File: src/hdl/bfpd_pkg.sv
package bfpd_pkg;

    // operand size and fraction scaling
    localparam int DIGITS = 32;
    localparam int FRAC   = 8;

    // derived sizes
    localparam int DW   = 4;
    localparam int WIN  = DIGITS + 1;
    localparam int NPOS = DIGITS + FRAC;
    localparam int LPW  = $clog2(DIGITS);
    localparam int CW   = $clog2(WIN);
    localparam int PW   = $clog2(NPOS + 1);

    typedef logic [DW-1:0] t_digit;

    localparam t_digit ZERO_DIGIT = 4'd0;
    localparam t_digit BCD_MAX    = 4'd9;
    localparam t_digit RADIX      = 4'd10;

    typedef logic [DIGITS-1:0][DW-1:0] t_qvec;
    typedef logic [WIN-1:0][DW-1:0]    t_wvec;

    // flags that travel with one quotient
    typedef struct packed {
        logic positive;
        logic div_zero;
        logic overflow;
    } t_flags;

    // non-bcd codes saturate at nine
    function automatic t_digit clamp_bcd(input t_digit d);
        return (d > BCD_MAX) ? BCD_MAX : d;
    endfunction

endpackage

File: src/hdl/bfpd_digit_sub.sv
module bfpd_digit_sub (
    input  logic                i_clk,
    input  logic                i_clear,
    input  logic                i_step,
    input  bfpd_pkg::t_digit    i_minuend,
    input  bfpd_pkg::t_digit    i_subtrahend,
    output bfpd_pkg::t_digit    o_diff,
    output logic                o_borrow
);
    import bfpd_pkg::*;

    logic       r_borrow;
    logic       n_borrow;
    logic [4:0] s_raw;

    // one bcd digit of minuend - subtrahend - borrow
    always_comb begin
        s_raw    = {1'b0, i_minuend} - {1'b0, i_subtrahend} - {4'b0, r_borrow};
        n_borrow = s_raw[4];
        o_diff   = s_raw[4] ? (s_raw[3:0] + RADIX) : s_raw[3:0];
    end

    // borrow carried from one digit to the next
    always_ff @(posedge i_clk) begin
        if (i_clear) begin
            r_borrow <= 1'b0;
        end else if (i_step) begin
            r_borrow <= n_borrow;
        end
    end

    assign o_borrow = r_borrow;

endmodule

File: src/hdl/bfpd_core.sv
module bfpd_core (
    input  logic                i_clk,
    input  logic                i_rst_n,
    input  logic                i_valid,
    output logic                o_stall,
    input  bfpd_pkg::t_digit    i_dividend_digit,
    input  bfpd_pkg::t_digit    i_divisor_digit,
    input  logic                i_dividend_positive,
    input  logic                i_divisor_positive,
    input  logic                i_last_digit,
    output logic                o_res_valid,
    input  logic                i_res_take,
    output bfpd_pkg::t_qvec     o_quotient,
    output bfpd_pkg::t_flags    o_flags
);
    import bfpd_pkg::*;

    typedef enum logic [2:0] {
        S_LOAD,
        S_SHIFT,
        S_TRIAL,
        S_DECIDE,
        S_HAND
    } t_state;

    t_state             r_state, n_state;
    logic [LPW-1:0]     r_pos, n_pos;
    logic [DIGITS-1:0][DW-1:0] r_a, n_a;
    t_wvec              r_d, n_d;
    t_wvec              r_r, n_r;
    t_wvec              r_t, n_t;
    t_qvec              r_q, n_q;
    logic [CW-1:0]      r_cnt, n_cnt;
    logic [PW-1:0]      r_qpos, n_qpos;
    t_digit             r_qd, n_qd;
    logic               r_nz, n_nz;
    t_flags             r_flags, n_flags;

    t_digit             a_in, b_in, qd_new, sub_diff;
    logic               is_last, nz_next, sub_clear, sub_step, sub_borrow;

    // serial digit subtractor, remainder minus divisor, low digit first
    bfpd_digit_sub u_sub (
        .i_clk        (i_clk),
        .i_clear      (sub_clear),
        .i_step       (sub_step),
        .i_minuend    (r_r[0]),
        .i_subtrahend (r_d[0]),
        .o_diff       (sub_diff),
        .o_borrow     (sub_borrow)
    );

    // input decode
    always_comb begin
        a_in    = clamp_bcd(i_dividend_digit);
        b_in    = clamp_bcd(i_divisor_digit);
        is_last = i_last_digit || (r_pos == LPW'(DIGITS - 1));
        nz_next = ((r_pos == '0) ? 1'b0 : r_nz) | (b_in != ZERO_DIGIT);
        qd_new  = r_qd + {3'b000, ~sub_borrow};
    end

    // load, then one quotient position at a time from the top
    always_comb begin
        n_state     = r_state;
        n_pos       = r_pos;
        n_a         = r_a;
        n_d         = r_d;
        n_r         = r_r;
        n_t         = r_t;
        n_q         = r_q;
        n_cnt       = r_cnt;
        n_qpos      = r_qpos;
        n_qd        = r_qd;
        n_nz        = r_nz;
        n_flags     = r_flags;
        sub_clear   = 1'b0;
        sub_step    = 1'b0;
        o_res_valid = 1'b0;

        case (r_state)
            S_LOAD: begin
                if (i_valid) begin
                    if (r_pos == '0) begin
                        n_a = '0;
                        n_d = '0;
                    end
                    for (int k = 0; k < DIGITS; k++) begin
                        if (r_pos == LPW'(k)) begin
                            n_a[k] = a_in;
                            n_d[k] = b_in;
                        end
                    end
                    n_nz = nz_next;
                    if (is_last) begin
                        n_pos            = '0;
                        n_flags.positive = ~(i_dividend_positive ^ i_divisor_positive);
                        n_flags.div_zero = ~nz_next;
                        n_flags.overflow = 1'b0;
                        n_q              = '0;
                        n_r              = '0;
                        n_qpos           = PW'(NPOS - 1);
                        n_state          = nz_next ? S_SHIFT : S_HAND;
                    end else begin
                        n_pos = r_pos + 1'b1;
                    end
                end
            end
            // bring down the next dividend digit
            S_SHIFT: begin
                n_r       = {r_r[WIN-2:0], r_a[DIGITS-1]};
                n_a       = {r_a[DIGITS-2:0], ZERO_DIGIT};
                n_qd      = ZERO_DIGIT;
                n_cnt     = '0;
                sub_clear = 1'b1;
                n_state   = S_TRIAL;
            end
            // trial subtract, remainder and divisor rotate back into place
            S_TRIAL: begin
                sub_step = 1'b1;
                n_t      = {sub_diff, r_t[WIN-1:1]};
                n_r      = {r_r[0], r_r[WIN-1:1]};
                n_d      = {r_d[0], r_d[WIN-1:1]};
                n_cnt    = r_cnt + 1'b1;
                if (r_cnt == CW'(WIN - 1)) begin
                    n_state = S_DECIDE;
                end
            end
            // keep the difference when no borrow came out of the top
            S_DECIDE: begin
                if (!sub_borrow) begin
                    n_r = r_t;
                end
                n_qd = qd_new;
                if (sub_borrow || (qd_new == BCD_MAX)) begin
                    n_q = {r_q[DIGITS-2:0], qd_new};
                    if ((r_qpos >= PW'(DIGITS)) && (qd_new != ZERO_DIGIT)) begin
                        n_flags.overflow = 1'b1;
                    end
                    if (r_qpos == '0) begin
                        n_state = S_HAND;
                    end else begin
                        n_qpos  = r_qpos - 1'b1;
                        n_state = S_SHIFT;
                    end
                end else begin
                    n_cnt     = '0;
                    sub_clear = 1'b1;
                    n_state   = S_TRIAL;
                end
            end
            S_HAND: begin
                o_res_valid = 1'b1;
                if (i_res_take) begin
                    n_state = S_LOAD;
                end
            end
            default: begin
                n_state = S_LOAD;
            end
        endcase
    end

    always_ff @(posedge i_clk) begin
        r_a     <= n_a;
        r_d     <= n_d;
        r_r     <= n_r;
        r_t     <= n_t;
        r_q     <= n_q;
        r_cnt   <= n_cnt;
        r_qpos  <= n_qpos;
        r_qd    <= n_qd;
        r_nz    <= n_nz;
        r_flags <= n_flags;
        if (!i_rst_n) begin
            r_state <= S_LOAD;
            r_pos   <= '0;
        end else begin
            r_state <= n_state;
            r_pos   <= n_pos;
        end
    end

    assign o_stall    = (r_state != S_LOAD);
    assign o_quotient = r_q;
    assign o_flags    = r_flags;

endmodule

File: src/hdl/bcd_fixed_point_divider.sv
// Signed BCD fixed-point divider. Load the dividend and divisor one digit pair per item,
// least significant digit first; the item with last_digit set (or the item at position
// DIGITS-1) carries both signs and starts the division, and positions not loaded read
// as zero. The quotient is floor(dividend * 10^FRAC / divisor), returned as DIGITS
// items, least significant digit first, with last_result on the top digit; digits
// that fall above DIGITS set quotient_overflow, and a zero divisor gives all zero
// digits with divide_by_zero set. Items are accepted while the divider is idle. The
// division then runs one quotient position at a time through a single digit-serial
// BCD subtractor: each of the DIGITS+FRAC positions brings a dividend digit down and
// then makes min(q+1, 9) trial subtractions over the DIGITS+1 digit window, where q
// is that quotient digit; a zero divisor skips the division. The quotient moves into
// the output register once that register is empty and drains one item per cycle
// whenever i_stall is low, as the next operands load.
module bcd_fixed_point_divider (
    input  logic                i_clk,
    input  logic                i_rst_n,
    input  logic                i_valid,
    output logic                o_stall,
    input  bfpd_pkg::t_digit    i_dividend_digit,
    input  bfpd_pkg::t_digit    i_divisor_digit,
    input  logic                i_dividend_positive,
    input  logic                i_divisor_positive,
    input  logic                i_last_digit,
    output logic                o_valid,
    input  logic                i_stall,
    output bfpd_pkg::t_digit    o_quotient_digit,
    output logic                o_quotient_positive,
    output logic                o_divide_by_zero,
    output logic                o_quotient_overflow,
    output logic                o_last_result
);
    import bfpd_pkg::*;

    logic           core_valid;
    t_qvec          core_quotient;
    t_flags         core_flags;
    logic           take;

    logic           r_valid, n_valid;
    logic [LPW-1:0] r_cnt, n_cnt;
    t_qvec          r_q, n_q;
    t_flags         r_flags, n_flags;

    bfpd_core u_core (
        .i_clk               (i_clk),
        .i_rst_n             (i_rst_n),
        .i_valid             (i_valid),
        .o_stall             (o_stall),
        .i_dividend_digit    (i_dividend_digit),
        .i_divisor_digit     (i_divisor_digit),
        .i_dividend_positive (i_dividend_positive),
        .i_divisor_positive  (i_divisor_positive),
        .i_last_digit        (i_last_digit),
        .o_res_valid         (core_valid),
        .i_res_take          (take),
        .o_quotient          (core_quotient),
        .o_flags             (core_flags)
    );

    assign take = ~r_valid;

    // output shift register, low digit first
    always_comb begin
        n_valid = r_valid;
        n_cnt   = r_cnt;
        n_q     = r_q;
        n_flags = r_flags;
        if (!r_valid) begin
            if (core_valid) begin
                n_valid = 1'b1;
                n_cnt   = '0;
                n_q     = core_quotient;
                n_flags = core_flags;
            end
        end else if (!i_stall) begin
            n_q   = {ZERO_DIGIT, r_q[DIGITS-1:1]};
            n_cnt = r_cnt + 1'b1;
            if (r_cnt == LPW'(DIGITS - 1)) begin
                n_valid = 1'b0;
            end
        end
    end

    always_ff @(posedge i_clk) begin
        r_q     <= n_q;
        r_flags <= n_flags;
        if (!i_rst_n) begin
            r_valid <= 1'b0;
            r_cnt   <= '0;
        end else begin
            r_valid <= n_valid;
            r_cnt   <= n_cnt;
        end
    end

    assign o_valid             = r_valid;
    assign o_quotient_digit    = r_q[0];
    assign o_quotient_positive = r_flags.positive;
    assign o_divide_by_zero    = r_flags.div_zero;
    assign o_quotient_overflow = r_flags.overflow;
    assign o_last_result       = (r_cnt == LPW'(DIGITS - 1));

endmodule

File: config.mk
export PLATFORM = sky130hd
export DESIGN_NAME = bcd_fixed_point_divider
export DESIGN_NICKNAME = d
export VERILOG_FILES = /design/src/hdl/bfpd_pkg.sv /design/src/hdl/bfpd_digit_sub.sv /design/src/hdl/bfpd_core.sv /design/src/hdl/bcd_fixed_point_divider.sv
export SDC_FILE = /design/constraint.sdc
export NUM_CORES = 1
export LEC_CHECK = 0
export BUFFER_PORTS_ARGS = -buffer_cell sky130_fd_sc_hd__clkbuf_2
export CORE_MARGIN = 2
export CORE_UTILIZATION = 45
export DETAILED_ROUTE_END_ITERATION = 10
export SYNTH_ARGS = -nofsm -noshare
export SYNTH_HDL_FRONTEND = slang
export SYNTH_SLANG_ARGS = --single-unit
File: constraint.sdc
create_clock -name i_clk -period 16.9 [get_ports i_clk]
set_input_delay 3.38 -clock i_clk [delete_from_list [all_inputs] [get_ports i_clk]]
set_output_delay 3.38 -clock i_clk [all_outputs]
set_load 0.01 [all_outputs]
# --- After elaboration in Yosys (flattened, before gate mapping) ---
# Index checks and enable logic that the tools add are counted.
totals:
  word_cells: 515
  in_bits: 15
  out_inout_bits: 10
  reg_bits: 818
op_classes:
  n_bitwise: 6
  n_reduce_logical: 90
  eq_ne: 80
  muxes: 118
  n_addsub: 8
  order_cmp: 3
ops:
  columns: ["cell", "n"]
  rows:
  - ["$mux 128", 8]
  - ["$mux 132", 5]
  - ["$pmux 132 s4", 1]
  - ["$pmux 128 s2", 2]
  - ["$mux 4", 67]
  - ["$pmux 132 s2", 1]
  - ["$reduce_and 3->1", 65]
  - ["$ne 3x1->1 const B", 31]
  - ["$eq 5x5->1 const B", 17]
  - ["$eq 5x4->1 const B", 8]
  - ["$mux 6", 5]
  - ["$mux 3", 7]
  - ["$eq 5x3->1 const B", 4]
  - ["$mux 5", 4]
  - ["$pmux 6 s3", 1]
  - ["$pmux 3 s5", 1]
  - ["$mux 1", 12]
  - ["$ne 2x2->1 const B", 6]
  - ["$pmux 6 s2", 1]
  - ["$reduce_and 4->1", 3]
  - ["$reduce_bool 4->1", 3]
  - ["$add 5x1->5 const B", 2]
  - ["$eq 5x2->1 const B", 2]
  - ["$ne 2x1->1 const B", 5]
  - ["other kinds (28)", 44]

# --- Depth between registers and ports, before layout ---
logic_depth:
  depth_word: 8
  mapped_depth: 11
  depth_no_buf: 11

# --- Hierarchy ---
# Synthesis repeated with hierarchy kept, for this count alone.
unflattened:
  cells_unflattened: 2378
  area_unflattened_um2: 34918.5
by_module_without_submodules:
  columns: ["mod", "n_inst", "seq_area_each_um2", "cells_per_inst", "area_each_um2"]
  rows:
  - ["bfpd_core", 1, 20339.5, 2028, 28732.6]
  - ["bcd_fixed_point_divider", 1, 4053.9, 315, 5876.9]
  - ["bfpd_digit_sub", 1, 20.0, 35, 309.0]

# --- Least setup slack after synthesis ---
# No wires, ideal clock.
synth_timing:
  path_type: "input-to-reg"
  from: "input i_last_digit"
  to: "register u_core.r_r[0] (netlist bit), enable pin"
  stages: 4
  arrival_time_ps: 13230
  setup_slack_ps: 2846
  t_required_ps: 16076
  setup_time_ps: 824
  path_buffers: 0
  path_cell_list: "or2_2 -> nand2_1 -> a21oi_1 -> a21boi_0"
synth_between:
  elab_chain_cells: 3
synth_lines:
  columns: ["item", "line", "text"]
  rows:
  - ["start: declaration", "bcd_fixed_point_divider.sv:23", "input logic i_last_digit,"]
  - ["$logic_or 1x1->1", "bfpd_core.sv:57", "is_last = i_last_digit || (r_pos == LPW'(DIGITS - 1));"]
  - ["$ne 2x1->1 (no line)", null, null]
  - ["$reduce_and 4->1 (no line)", null, null]
  - ["end signal: assignment", "bfpd_core.sv:166", "r_r <= n_r;"]
  - ["end: declaration", "bfpd_core.sv:30", "t_wvec r_r, n_r;"]
# No other way between the ends.
# A chain may end at the register's enable or synchronous reset.

# --- Worst setup path after layout ---
layout_timing:
  from: "input i_last_digit"
  to: "register u_core.r_r[16] (netlist bit), enable pin"
# The elaborated chain is that of the path after synthesis.

==> flow_metrics.tcl <==
set metrics [dict create \
    status "finished, final reports clean" \
    muxShareOfSynthArea_pct 8.26 \
    netlist_area_mm2 0.0348 \
    min_period_ps 5630 \
    start_util_pct 45.6 \
    min_from "u_core.o_flags[2]" \
    die_h_um 282 \
    gp_congestion 0.780 \
    avgRoutedWirePerCell_um 19.6 \
    hp-class "register to register" \
    synthAdderAreaFrac_pct 0.835 \
    multi_input_area_mm2 0.00948 \
    cts_tree "yes" \
    tightest_slew_ps 1230 \
    crit_end "u_core.r_r[16]" \
    nets 2395 \
    synth_xor_area_share_pct 0.428 \
    cts_htree_levels 3 \
    yosysSeqAreaShare_pct 70.2 \
    drv_cap 0 \
    syn_inst 2417 \
    synth-compound-area-share_pct 9.30 \
    end_kind "register" \
    rsz0062_at_grt "false" \
    hold_viol_final 0 \
    max_stage_delay_ps 830 \
    final_common_cell "edfxtp_1" \
    fin_cells 3461 \
    regArea_mm2 0.0244 \
    synth.distinct_cells 53 \
    synth_area_per_cell_um2 14.4 \
    worst_r2r_startpoint "u_core.r_pos[0]" \
    ys_ff_latch 818 \
    cp_max_fo 75 \
    synth_top_family_by_area "compound AO/OA/AOI/OAI gates" \
    maxSlewHeadroom_pct 17.4 \
    maxSlewViolCount 0 \
    power.total_mw 5.77 \
    synthesis.nets 2454 \
    clockRootBuffer "clkbuf_16" \
    leakagePower_nw 13.6 \
    cp.required_ps 17150 \
    path_clk_slew_ps 60 \
    ys_warn_count 0 \
    path_class "input port to register" \
    start_kind "input port" \
    drc 0 \
    diodes 0 \
    rr_worst_depth 9 \
    vias 19619 \
    rrSetupSlack_ps 12350 \
    max_freq_mhz 178 \
    final_core_util_pct 50.6 \
    antenna_found_initial 0 \
    drive_above_1_share_pct 18.4 \
    place_inst 3300 \
    port_buffers 24 \
    finalWirelength_um 67800 \
    power_density_mw_per_mm2 150 \
    crit_top_cell "buf_4" \
    grt_max_degree 157 \
    nFillCells 6372 \
    layout_common_cells "edfxtp_1 (803), mux2_2 (255), nor2_1 (215)" \
    grt_pass1_wl_um 109000 \
    fp.coreArea_mm2 0.0762 \
    die_w_um 282 \
    hpwl_um 37100 \
    drt_iter0_drc 1751 \
    post_cts_buffers 0 \
    syn_to_final_growth_pct 10.9 \
    startpoint "i_last_digit" \
    tns_ps 0 \
    fin_crit_sh_pct 33.3 \
    r2r_end "u_core.r_r[16]" \
    cts_hold_buf 0 \
    routed_via_density 5.67 \
    clock_sinks 818 \
    irDropWorstVdd_v 0.0000876 \
    grt_pass1_vias 19545 \
    track_usage_pct 17.0 \
    finalSetupViolCount 0 \
    fin_skew_ps 24.4 \
    synth-simple-area-share_pct 8.24 \
    critPathSlowestCell "buf_4" \
    numCtsBuffers 86 \
    drt-pass1-iter-count 5 \
    path_cells "clkbuf_2 > or2_2 > nand2_1 > a21oi_1 > a21boi_4 > buf_4 > buf_4" \
    ant_nets 0 \
    cts_buffer_depth 3 \
    cts-resized-gates 0 \
    die_area_mm2 0.0795 \
    grt-ovfl-total 0 \
    cp.arrival_ps 5880 \
    clk_latency_ps 640 \
    rows 101 \
    pin_count 25 \
]
## layer usage
metal / vias up / wire length, µm / global-route usage, %
met5: - / 0 / 0
met4: 0 / 1940 / 6.19
met3: 131 / 3040 / 2.58
met2: 471 / 31400 / 26.6
met1: 9931 / 31500 / 24.3
li1: 9086 / - / -
## worst min-delay path by stage
stage                               end  cells past startpoint
finish              o_quotient_positive                      0
global route        o_quotient_positive                      0
CTS                 o_quotient_positive                      0
detailed placement  o_quotient_positive                      0
global placement    o_quotient_positive                      0
floorplan              o_divide_by_zero                      0
## stage by stage
stage                     setup WS [ps]  cell area, µm²  hold slack, ps
after floorplan                    2850           34800             400
after global placement            10670           35600             405
after detailed placement          10620           35600             405
after CTS                         11270           38500             423
after global routing              11070           38500             428
final                             11270           38500             419
## report_power, final
part	leakage, nW	switching (mW)	total (mW)	internal, mW
Combinational	4.35	0.558	0.883	0.325
Clock	1.41	0.783	1.97	1.18
Sequential	7.88	0.173	2.92	2.75
## flip-flops by register name, indices dropped and copies added, names as in the netlist
register,count
o_valid,1
u_core.r_qd,4
o_quotient_overflow,1
u_core.r_pos,5
u_core.r_nz,1
o_quotient_digit,4
u_core.r_r,132
u_core.r_t,132
u_core.o_quotient,128
r_cnt,5
u_core.r_d,132
u_core.u_sub.o_borrow,1
u_core.r_a,128
o_divide_by_zero,1
u_core.r_state,3
o_quotient_positive,1
u_core.r_qpos,6
r_q,124
u_core.r_cnt,6
u_core.o_flags,3
## synthesized netlist by cell type (all sizes together)
master | n | share of area (%)
edfxtp | 803 | 69
and2b | 1 | 0.029
o21ai | 109 | 1.6
dfxtp | 15 | 0.86
xor2 | 7 | 0.18
nor2 | 219 | 2.4
nor3 | 7 | 0.13
a21boi | 2 | 0.043
a21oi | 71 | 1.0
nand2b | 8 | 0.14
a22oi | 132 | 2.9
or2 | 2 | 0.036
fa | 2 | 0.12
nand3 | 47 | 0.68
o21a | 1 | 0.022
a221oi | 1 | 0.043
nand3b | 4 | 0.086
or3 | 1 | 0.018
and3 | 136 | 2.5
buf | 68 | 0.99
o211ai | 1 | 0.022
clkbuf | 126 | 1.4
mux2 | 255 | 8.3
ha | 20 | 0.72
a31oi | 2 | 0.036
a21o | 1 | 0.022
nand2 | 167 | 1.8
nor4 | 2 | 0.036
nor2b | 16 | 0.29
a211oi | 1 | 0.022
or4 | 1 | 0.022
xnor2 | 10 | 0.25
clkinv | 1 | 0.011
inv | 27 | 0.29
a22o | 142 | 3.6
o22ai | 1 | 0.018
nand4b | 1 | 0.025
a2111o | 1 | 0.032
o41ai | 1 | 0.025
and2 | 5 | 0.090
## kinds of logic (layout without fill, tap and decap cells)
family	Yosys count	after routing
adders and majority gates	22	22
and+or+nand+nor	617	617
buffers and inverters	222	236
AOI/OAI and AO/OA	466	466
muxes	255	255
DFF	818	818
xor gates and xnor gates	17	17
## worst max-delay path: cells and delay by family
| kind | cells | cell delay, ps |
|---|---|---|
| buffers and inverters | 3 | 1600 |
| AND/OR/NAND/NOR | 2 | 210 |
| AO/OA/AOI/OAI | 2 | 580 |
## final cells by class
type	count	share of cell area, %
Multi-Input combinational cell	1377	24.6
Inverter	28	0.299
Sequential cell	818	63.4
Tap cell	1030	3.34
Timing Repair Buffer	47	0.760
Clock buffer	100	5.83
Clock inverter	61	1.79
Note: power is estimated with default switching activity, not from simulation.
